`src/sv/sups_pkg.sv`:
```
`default_nettype none

package sups_pkg;

  localparam logic [1:0] ACT_INSERT = 2'd0;
  localparam logic [1:0] ACT_DELETE = 2'd1;
  localparam logic [1:0] ACT_LOOKUP = 2'd2;

  localparam logic [1:0] ST_DONE      = 2'd0;
  localparam logic [1:0] ST_DUPLICATE = 2'd1;
  localparam logic [1:0] ST_NOT_FOUND = 2'd2;
  localparam logic [1:0] ST_FULL      = 2'd3;

  localparam int POS_BITS   = 6;
  localparam int COUNT_BITS = 7;

  // controller -> datapath
  typedef struct packed {
    logic load;     // capture item and compare against all entries
    logic resolve;  // reduce match flags to presence and position
    logic commit;   // shift entries, update count, write result
  } sups_cmd_t;

endpackage

`default_nettype wire

```
`src/sv/sups_ctrl.sv`:
```
`default_nettype none

module sups_ctrl (
  input  wire logic                clk,
  input  wire logic                rst,
  input  wire logic                in_valid,
  output logic                     in_stall,
  output logic                     out_valid,
  input  wire logic                out_stall,
  output sups_pkg::sups_cmd_t      cmd
);
  import sups_pkg::*;

  localparam logic [1:0] S_IDLE    = 2'd0;
  localparam logic [1:0] S_RESOLVE = 2'd1;
  localparam logic [1:0] S_UPDATE  = 2'd2;

  logic [1:0] state;
  logic [1:0] state_next;
  logic       slot_free;

  assign in_stall  = state != S_IDLE;
  assign slot_free = !out_valid || !out_stall;

  always_comb begin
    state_next  = state;
    cmd.load    = 1'b0;
    cmd.resolve = 1'b0;
    cmd.commit  = 1'b0;
    unique case (state)
      S_IDLE: begin
        if (in_valid) begin
          cmd.load   = 1'b1;
          state_next = S_RESOLVE;
        end
      end
      S_RESOLVE: begin
        cmd.resolve = 1'b1;
        state_next  = S_UPDATE;
      end
      S_UPDATE: begin
        // hold until the result register can take the transaction
        if (slot_free) begin
          cmd.commit = 1'b1;
          state_next = S_IDLE;
        end
      end
      default: state_next = S_IDLE;
    endcase
  end

  always_ff @(posedge clk) begin
    if (rst) begin
      state     <= S_IDLE;
      out_valid <= 1'b0;
    end else begin
      state <= state_next;
      if (cmd.commit) begin
        out_valid <= 1'b1;
      end else if (!out_stall) begin
        out_valid <= 1'b0;
      end
    end
  end

endmodule

`default_nettype wire

```
`config.mk`:
```
export PLATFORM = sky130hd
export DESIGN_NAME = sups_ctrl
export DESIGN_NICKNAME = d
export VERILOG_FILES = /design/src/sv/sups_pkg.sv /design/src/sv/sups_ctrl.sv
export SDC_FILE = /design/constraint.sdc
export NUM_CORES = 1
export LEC_CHECK = 0
export BUFFER_PORTS_ARGS = -buffer_cell sky130_fd_sc_hd__buf_2
export CORE_AREA = 3 3 40 42
export DETAILED_ROUTE_END_ITERATION = 12
export DIE_AREA = 0 0 43 45
export PLACE_DENSITY_LB_ADDON = 0.1
export SYNTH_ARGS = -nofsm -noshare
export SYNTH_HDL_FRONTEND = slang
export SYNTH_SLANG_ARGS = --single-unit
```
`constraint.sdc`:
```
create_clock -name clk -period 0.85 [get_ports clk]
set_input_delay 0.0425 -clock clk [delete_from_list [all_inputs] [get_ports clk]]
set_output_delay 0.0425 -clock clk [all_outputs]
set_load 0.01 [all_outputs]
```
== Word level (Yosys, flattened, before mapping) ==
Index checks and enable logic that the tools add are counted.

* Mux-type cells: 10
* Equality and inequality tests: 5
* Reduce and logical (&&, ||, !) cells: 6

{| class="wikitable"
|+ Operators by type and width
! kind !! number
|-
| $mux W1 || 7
|-
| $pmux W2 S3 || 1
|-
| $mux W2 || 2
|-
| $ne A2 B2 Y1 const B || 2
|-
| $eq A2 B1 Y1 const B || 1
|-
| $eq A2 B2 Y1 const B || 1
|-
| $logic_not A1 Y1 || 2
|-
| $logic_not A2 Y1 || 1
|-
| $ne A2 B1 Y1 const B || 1
|-
| $reduce_and A2 Y1 || 1
|-
| $reduce_bool A2 Y1 || 1
|-
| $logic_or A1 B1 Y1 || 1
|}

* Register bits: 3
* Input port bits: 4
* Logic and storage cells: 23
* Output and inout port bits: 5

== Longest topological paths before layout ==
Gate-level depths: netlist (run 1).

* Depth in word-level cells: 5
* Gate-level depth with buffers: 3
* Gate-level depth less buffers: 2

== Worst setup path after synthesis (run 1) ==
Ideal clock, no wire load.

* Kind: register to register
* Start: register state[0]
* End: register state[0]
* Library setup time: 0.058 ns
* Required time: 0.792 ns
* Buffers on the path: 0
* Arrival time: 0.724 ns
* Cell stages (with the launch flop): 3
* Clock period less this slack: 0.783 ns
* Path slack: 0.067 ns
* Cell sequence: dfxtp_1 > nor3b_2 > and2b_1

* Cells in the longest elaborated chain, start to end: 3
* Elaborated cells on any way between the ends: 7
* Classes of those cells: eq/ne: 4; mux: 1; reduce/logical: 2

{| class="wikitable"
|+ Ends and longest elaborated chain
! element !! line !! RTL
|-
| start, declared || sups_ctrl.sv:18 || <nowiki>logic [1:0] state;</nowiki>
|-
| start signal, assigned || sups_ctrl.sv:57 || <nowiki>state <= state_next;</nowiki>
|-
| $eq A2 B2 Y1 / $logic_not A2 Y1 (equally long branches) || sups_ctrl.sv:30 || <nowiki>unique case (state)</nowiki>
|-
| $ne A2 B2 Y1 (no source line) || - ||
|-
| $reduce_and A2 Y1 (no source line) || - ||
|}

Parallel ways exist; a longest one is shown, timed or not.
A chain may end at the register's enable or synchronous reset.

==> results of run 1 <==
-- worst max-delay path, delay by kind of cell, from the launching register on --
| family | cells | cell delay (ns) |
|---|---|---|
| buf+inv | 1 | 0.13 |
| flops | 1 | 0.33 |
| compound gates | 1 | 0.09 |
| simple gates | 1 | 0.14 |
-- layout make-up --
type,instances,area (sq um),share of cell area (%)
multi-input cells,10,80.1,32.0
flip-flops and latches,3,65.1,26.0
repair buffers,9,56.3,22.5
clock buffers,4,26.3,10.5
well taps,15,18.8,7.50
inverters,1,3.75,1.50
-- sequential cells by signal, indices dropped and copies added, names as in the netlist --
signal     cells
state          2
out_valid      1
-- path summary, 6_finish.rpt --
path / start / to / slack (ns) / cells after the start
max: state[0] / cmd[0] / -0.12 / 3
min reg2reg: out_valid / out_valid / 0.48 / 2
min: out_stall / out_valid / 0.09 / 3
max reg2reg: state[0] / state[1] / 0.13 / 2
-- metal layers --
metal	global-route usage, %	vias up
met1	3.12	59
li1	-	73
met3	2.79	0
met4	9.04	0
met5	0	-
met2	5.69	3
-- cell usage in the layout, fill, tap and decap left out, drive strengths merged --
cell type,n
buf,8
clkbuf,4
a21oi,3
dfxtp,3
nand2b,2
inv,1
or2,1
nor3b,1
nand2,1
nand4b,1
and2b,1
dlygate4sd3,1
-- report_power, final --
group	internal [mW]	switching (mW)	leakage (nW)	total, mW
registers	0.147	0.00887	0.0256	0.156
clock network	0.176	0.0680	0.0150	0.244
logic	0.0405	0.0254	0.0777	0.0660
-- what timing repair did --
item,4_1_cts,5_1_grt
gates resized for setup,7,0
setup endpoints to repair,4,4
hold buffers,1,0
hold endpoints to repair,2,0
-- cell families (layout without fill, tap and decap cells) --
| group | after synthesis | after routing | synth area share (%) |
|---|---|---|---|
| and+or+nand+nor | 7 | 7 | 37.3 |
| AOI/OAI and AO/OA | 3 | 3 | 10.9 |
| DFF | 3 | 3 | 43.6 |
| buffers and inverters | 2 | 14 | 8.18 |
-- metrics by stage --
| stage | setup slack (ns) | hold slack (ns) | area (sq um) |
|---|---|---|---|
| after global routing | -0.160 | 0.0988 | 250 |
| after detailed placement | 0.0519 | 0.246 | 189 |
| after CTS | -0.137 | 0.0840 | 250 |
| final | -0.117 | 0.0884 | 250 |
| after global placement | 0.0541 | 0.242 | 189 |
| after floorplan | 0.0674 | 0.112 | 138 |
==> results.md, run 1 <==
- dfxtp_2 — cell with the biggest individual delay on the critical path
- 63.0% — ratio of cells with drive above 1 in the final layout
- 517 um — first-pass GRT wire length
- 4.49% — total global routing track utilization
- dfxtp_1, a21oi_1, nand2b_1 — top post-synthesis cells by area
- 5 — Crit Path Max Fanout
- 3 — Num Clock Sinks
- 19 — Post-Synthesis Net Count
- 8 — number of port buffers
- 0.967 ns — final worst path period need
- 0 — number of warning messages in the yosys log
- 0.81 ns — data required time of the critical path
- 43.6% — share of synthesized area occupied by flip-flops and latches
- 138 sq um — Syn Std Cell Area
- 182 um — routed length on met2
- yes — setup repair after global routing missed its margin
- 3.21 — ratio of routed vias to standard cells
- a21oi_1, dfxtp_1, nand2b_1 — top cells by count, synth
- negative setup slack — violations in the final reports
- 0.139 ns — Slew @ Worst Pin
- 103 um — wl on met1
- met3 — uppermost metal layer occupied by signal nets
- 1940 sq um — Die ar.
- 9 — I/O pins
- 114% — share of the clock period used by the worst path after layout
- flip-flop to primary output — Setup Crit Path Kind
- 43.6% — post-synth top area share
- 0 — postcts setup bufs
- 42 — non-filler instance count after layout
- 2 — CTS Buffer Depth
- 7.43 um — routed length per instance
- 6 — largest net degree at the start of global routing
- 312 um — total wire length after detailed routing
- 0.118 nW — Pleak
- 37 — number of placed cells counting well taps
- flip-flop — Critical Path Source Type
- 1 — iteration count of the initial detailed-routing pass
- 25 um — Met3 Routed Length
- 3 — number of buffers added by the clock tree synthesis step
- 0.567 — weighted congestion reported at the end of routability-driven placement
- 10.7% — starting utilization of the core area
- 13 — Placement Rows
- 0.537 mV — worst voltage drop across the vdd grid
- 1860 nW/um^2 — PwrDens
- 149 — number of inserted filler cells in the final layout
- 45 um — height of the die
- 139 — via count of the first global-routing pass
- 81.8% — area added between synthesis and finish
- input pin to flip-flop — type of the most critical hold path
- built — TritonCTS clock tree
- 0 — GRT Residual Overflow
- 9.18 sq um — mean area per synthesized cell
- 15 — synthesized instance count
- 0.23 ns — clock latency on the worst-skew pair
- 0 — Diodes inserted
- 0 — Post-synth EDFFs
- primary output — CP Capture Type
- 0 — Post-DRT Antenna Nets
- 0.00120 ns — maximum clock skew at final layout
- -0.117 ns — worst-case setup margin in the final layout
- nand2b_4 -> a21oi_2 -> buf_2 — crit path cell chain
- 1 — depth of the CTS H-tree
- 0 — count of routing violations after the opening detailed-route iteration
- 0 — number of DRC violations after detailed routing
- 1030 MHz — Achievable Freq
- 0 — final hold violations
- 19.5% — Finished Core Util
- 10 — Cell variety after synth
- 3 — flip-flop and latch count after synthesis
- 0 — number of antenna violations at the first check in global routing
- 0 — count of final max-slew check failures
- 135 — via count of the routed design
- 90.7% — Slew headroom
- finished, violations left — status
- 0.33 ns — biggest cell delay along the critical path
- 32 — NumNets Final
- 0.466 mW — Tot Pwr
- 1280 sq um — area of the placeable core
- 43 um — die width
- 0% — fraction of registers with async set or reset after synthesis
- dfxtp_1 — most frequently used flop master after synthesis
- 0.04 ns — clock transition time at the flip-flop clock pins of the worst setup and hold paths
- 0.92 ns — data arrival time of the worst path
- -0.425 ns — Setup Total Neg Slack
- 4 — final count of negative-setup-slack endpoints
- dfxtp_1 — cell taking the most area after synthesis
- 0 — maximum capacitance violations
- clkbuf_4 — CTS root buf
Note: power is estimated with default switching activity, not from simulation.
==> run 2: changes to the inputs <==
==> constraint.sdc (replaced) <==
create_clock -name clk -period 0.85 [get_ports clk]
set_input_delay 0.1275 -clock clk [delete_from_list [all_inputs] [get_ports clk]]
set_output_delay 0.1275 -clock clk [all_outputs]
set_load 0.01 [all_outputs]
==> run 2 against run 1 <==
  * The run still ends with negative setup slack left
  * Die area unchanged
  * Critical endpoint unchanged
  * Highest routed layer unchanged
  * Worst setup slack lost 0.085 ns
  * Largest cell class unchanged
  * Sequential share of layout area grew 0.77 points
  * Cell area is 1.0% lower
==> results.md, run 2 (same netlist as run 1, synthesis figures left out) <==
- finished, violations left — status
- negative setup slack — violations in the final reports
- 3.20 — ratio of routed vias to standard cells
- 45 um — height of the die
- 9 — I/O pins
- 31 — NumNets Final
- 66.3 sq um — Seq. cell area
- 0.567 — weighted congestion reported at the end of routability-driven placement
- 4.41% — total global routing track utilization
- buf_2 — commonest non-fill, non-tap cell in the layout
- yes — setup repair after global routing missed its margin
- 0.92 ns — data arrival time of the worst path
- 13 — Placement Rows
- 0 — GRT Residual Overflow
- rst — Hold Startpoint
- 0 — count of final max-slew check failures
- 43 um — die width
- 3 — number of buffers added by the clock tree synthesis step
- 10.7% — starting utilization of the core area
- state[0] — launch point of the worst reg-to-reg path
- 0 — maximum capacitance violations
- 309 um — total wire length after detailed routing
- 0.465 mW — Tot Pwr
- 0 — count of routing violations after the opening detailed-route iteration
- 8 — number of port buffers
- 2 — number of cells on the worst hold path
- 2 — Largest register FFs
- state[1] — worst r2r dst
- 52.4% — clock network fraction of total power
- flip-flop to primary output — Setup Crit Path Kind
- 0 — Diodes inserted
- built — TritonCTS clock tree
- 131 — via count of the routed design
- 5 — Crit Path Max Fanout
- 0.115 nW — Pleak
- 13.8% — combinational cell fraction of total power
- 496 um — first-pass GRT wire length
- 0.536 mV — worst voltage drop across the vdd grid
- 0.04 ns — clock transition time at the flip-flop clock pins of the worst setup and hold paths
- out_valid — Hold Path Sink
- state — register with the most flip-flops
- 1.05 ns — final worst path period need
- primary output — CP Capture Type
- buf_2, clkbuf_4, a21oi_1, dfxtp_2, buf_6 — top library cells by usage in the layout, fill and taps aside
- clkbuf_4 — CTS root buf
- 0 — Post-DRT Antenna Nets
- 0.13 ns — minimum setup slack among reg-to-reg paths
- 69.2% — ratio of cells with drive above 1 in the final layout
- 33.8% — Sequential Power Share
- 80.1 sq um — area of combinational cells with multiple inputs
- 0.72 ns — data required time of the critical path
- flip-flop — Critical Path Source Type
- 950 MHz — Achievable Freq
- 0.139 ns — Slew @ Worst Pin
- 1 — depth of the CTS H-tree
- state[0] — crit path from
- 0 — number of DRC violations after detailed routing
- 22.0% — share of total power consumed by net switching
- 1940 sq um — Die ar.
- 0 — number of antenna violations at the first check in global routing
- 0.363 mW — internal power summed over all cells
- 2 — CTS Buffer Depth
- 151 — number of inserted filler cells in the final layout
- input pin to flip-flop — type of the most critical hold path
- 0.102 mW — switching power total
- 6 — largest net degree at the start of global routing
- 90.7% — Slew headroom
- 0 — final hold violations
- 1280 sq um — area of the placeable core
- 0.00120 ns — maximum clock skew at final layout
- 80.0% — area added between synthesis and finish
- -0.202 ns — worst-case setup margin in the final layout
- 7.54 um — routed length per instance
- 1880 nW/um^2 — PwrDens
- 0.23 ns — clock latency on the worst-skew pair
- 2 — Worst Reg2Reg Path Length in Cells
- 1 — iteration count of the initial detailed-routing pass
- 4 — final count of negative-setup-slack endpoints
- 3 — Num Clock Sinks
- -0.765 ns — Setup Total Neg Slack
- state x2, out_valid x1 — leading registers by flop count
- 0 — number of buffers added to fix hold violations after cts
- 133 — via count of the first global-routing pass
- 124% — share of the clock period used by the worst path after layout
[run 2: cell types whose count changed in the layout (fill, tap and decap cells not counted)]
cell,before,now
buf_2,7,6
dfxtp_2,1,2
buf_6,1,2
dlygate4sd3_1,1,0
dfxtp_1,1,0
[run 2: area by class of cell]
class                      count  share of cell area (%)
tap                           15                    7.58
sequential                     3                    26.8
multi-input combinational     10                    32.3
inverter                       1                    1.52
timing repair buffer           8                    21.2
clock buffer                   4                    10.6
[run 2: timing repair]
item,CTS,global route
buffers inserted,0,0
setup endpoints to repair,5,5
gates resized for setup,8,1
[run 2: layer usage]
layer  up-vias  track usage, %  wire (um)  part of all wire (%)
li1         71               -          -                     -
met1        57            2.88        100                    32
met2         3            5.69        183                    59
met3         0            2.79         25                   8.1
met4         0            9.04          0                     0
met5         -               0          0                     0
[run 2: worst max-delay path by stage]
stage	endpoint	slack [ns]	cells after the start
4_1_cts	cmd[0]	-0.22	3
3_3_place_gp	in_stall	-0.03	2
2_1_floorplan	cmd[0]	0.05	2
3_5_place_dp	cmd[0]	-0.03	3
6_report	cmd[0]	-0.20	3
5_1_grt	cmd[0]	-0.24	3
[run 2: power by group through the flow]
stage	logic (mW)	clock network, mW	registers, mW
final	0.0643	0.244	0.157
after global routing	0.0715	0.271	0.158
after CTS	0.0648	0.262	0.157
after detailed placement	0.0524	0	0.158
after global placement	0.0521	0	0.158
after floorplan	0.0307	0	0.157
[run 2: critical path, stage by stage (launching register included)]
cell	delay (ns)
dfxtp_2	0.33
nand2b_4	0.14
a21oi_2	0.09
buf_2	0.13
[run 2: stage by stage]
stage,instances,setup WS [ns],hold WS (ns),utilization [%],area (sq um)
finish,41,-0.202,0.0767,19.3,248
global route,41,-0.245,0.0941,19.3,248
CTS,41,-0.222,0.0731,18.8,241
detailed placement,37,-0.0331,0.331,14.7,189
global placement,37,-0.0309,0.327,14.7,189
floorplan,15,0.0489,0.197,-,138
==> run 3: changes to the inputs <==
--- a/config.mk
+++ b/config.mk
@@ -6,9 +6,10 @@
 export NUM_CORES = 1
 export LEC_CHECK = 0
 export BUFFER_PORTS_ARGS = -buffer_cell sky130_fd_sc_hd__buf_2
-export CORE_AREA = 3 3 40 42
+export CORE_AREA = 2 2 39 41
 export DETAILED_ROUTE_END_ITERATION = 12
-export DIE_AREA = 0 0 43 45
+export DIE_AREA = 0 0 41 43
+export MAX_ROUTING_LAYER = met4
 export PLACE_DENSITY_LB_ADDON = 0.1
 export SYNTH_ARGS = -nofsm -noshare
 export SYNTH_HDL_FRONTEND = slang
==> run 3 against run 2 <==
  * The flow still finishes with violations (negative setup slack)
  * Worst hold slack better by 0.0034 ns
  * Worst setup slack got worse by 0.0044 ns
  * Clock skew about the same
  * First-iteration DRC count did not move
==> results.md, run 3 (same netlist as run 1, synthesis figures left out) <==
- 3.30 — ratio of routed vias to standard cells
- 43 — non-filler instance count after layout
- 0.02 ns — minimum setup slack among reg-to-reg paths
- dfxtp_2 — cell with the biggest individual delay on the critical path
- 32 — NumNets Final
- 1760 sq um — Die ar.
- 4 — final count of negative-setup-slack endpoints
- state — register with the most flip-flops
- 2 — Largest register FFs
- 80.1 sq um — area of combinational cells with multiple inputs
- 89.7% — Slew headroom
- 162 — number of inserted filler cells in the final layout
- 5 — Crit Path Max Fanout
- negative setup slack — violations in the final reports
- 5.86% — total global routing track utilization
- 70.4% — ratio of cells with drive above 1 in the final layout
- 22.4% — share of total power consumed by net switching
- 0 — number of antenna violations at the first check in global routing
- 0.153 ns — Slew @ Worst Pin
- 946 MHz — Achievable Freq
- 9 — I/O pins
- 0.365 mW — internal power summed over all cells
- 0.00164 ns — maximum clock skew at final layout
- 32.9% — Sequential Power Share
- 52.0% — clock network fraction of total power
- 88.2% — area added between synthesis and finish
- 41 um — die width
- 8.05 um — routed length per instance
- 1810 nW/um^2 — PwrDens
- finished, violations left — status
- 8 — number of port buffers
- 0.23 ns — clock latency on the worst-skew pair
- nand2b_4 -> a21oi_2 -> buf_2 — crit path cell chain
- flip-flop to primary output — Setup Crit Path Kind
- 68.8 sq um — Seq. cell area
- yes — setup repair after global routing missed its margin
- 0 — count of routing violations after the opening detailed-route iteration
- 0.04 ns — clock transition time at the flip-flop clock pins of the worst setup and hold paths
- state x2, out_valid x1 — leading registers by flop count
- 190 sq um — placement-stage cell area
- 1380 sq um — area of the placeable core
- 3 — number of buffers added by the clock tree synthesis step
- 15.0% — combinational cell fraction of total power
- 259 sq um — finished layout cell area
- -0.207 ns — worst-case setup margin in the final layout
- buf_2, clkbuf_4, a21oi_1, dfxtp_4, buf_6 — top library cells by usage in the layout, fill and taps aside
- 3 — Worst Reg2Reg Path Length in Cells
- 0 — count of final max-slew check failures
- 3 — depth of the critical timing path with buffers and inverters included
- built — TritonCTS clock tree
- 1 — depth of the CTS H-tree
- 9.95% — starting utilization of the core area
- 124% — share of the clock period used by the worst path after layout
- buf_2 — commonest non-fill, non-tap cell in the layout
- 14 — Placement Rows
- 0.121 nW — Pleak
- 0.105 mW — switching power total
- 0.625 — weighted congestion reported at the end of routability-driven placement
- flip-flop — Critical Path Source Type
- 0 — maximum capacitance violations
- 0.33 ns — biggest cell delay along the critical path
- 38 — number of placed cells counting well taps
- 0 — Diodes inserted
- 2 — number of cells on the worst hold path
- 0 — GRT Residual Overflow
- 2 — CTS Buffer Depth
- 3 — Num Clock Sinks
- clkbuf_4 — CTS root buf
- 0 — number of DRC violations after detailed routing
- 0.72 ns — data required time of the critical path
- 43 um — height of the die
- 6 — largest net degree at the start of global routing
- 346 um — total wire length after detailed routing
- input pin to flip-flop — type of the most critical hold path
- -0.0339 ns — post-placement worst setup slack
- 0.424 mV — worst voltage drop across the vdd grid
- 0 — final hold violations
- 600 um — first-pass GRT wire length
- 1 — iteration count of the initial detailed-routing pass
- 0.93 ns — data arrival time of the worst path
- primary output — CP Capture Type
- flip-flops — CP delay by family, top
- 1.06 ns — final worst path period need
- 0 — Post-DRT Antenna Nets
- 142 — via count of the routed design
- 1 — CP bufs+invs
- 160 — via count of the first global-routing pass
## run 3: cell count changes in the layout (fill, tap and decap cells not counted)
cell	before	now
buf_4	0	1
dfxtp_2	2	1
dfxtp_4	1	2
## run 3: cell type report
type | count | area share [%]
clock buffer | 4 | 10.1
inverter | 1 | 1.45
multi-input combinational | 10 | 30.9
sequential | 3 | 26.6
tap | 16 | 7.73
timing repair buffer | 9 | 23.2
## run 3: worst reg2reg max path, delay by kind of cell (launching register included)
family | cells | cell delay (ns)
AND/OR/NAND/NOR | 2 | 0.29
flip-flops | 1 | 0.35
buffers and inverters | 1 | 0.13
## run 3: worst paths after layout
check | from | end
setup / recovery | state[0] | cmd[0]
hold / removal | rst | out_valid
setup reg to reg | state[1] | state[0]
hold reg to reg | out_valid | out_valid
## run 3: layer usage
layer	track usage [%]	vias to the layer above	routed length, um
li1	-	73	-
met1	4.81	67	116
met2	7.50	2	214
met3	3.14	0	16
met4	8.00	0	0
met5	-	-	0
## run 3: power by group through the flow
stage	combinational, mW	clock (mW)	sequential [mW]
3_3_place_gp	0.0520	0	0.158
5_1_grt	0.0766	0.274	0.156
2_1_floorplan	0.0307	0	0.157
6_report	0.0706	0.245	0.155
3_5_place_dp	0.0522	0	0.158
4_1_cts	0.0647	0.260	0.157
## run 3: timing repair
item / 4_1_cts / 5_1_grt
gates resized for setup: 8 / 2
endpoints found under the setup margin: 5 / 5
cloned: 0 / 0
setup buffers: 0 / 1
endpoints found under the hold margin: 0 / 0
hold buffers: 0 / 0
## run 3: per-stage QoR
stage,total power [mW],hold WS (ns),TNS [ns],utilization (%)
after global routing,0.507,0.0782,-1.00,18.7
after global placement,0.210,0.331,-0.0634,13.7
final,0.470,0.0800,-0.793,18.7
after CTS,0.481,0.0715,-0.843,17.5
after floorplan,0.188,0.197,0,-
after detailed placement,0.210,0.326,-0.0589,13.7
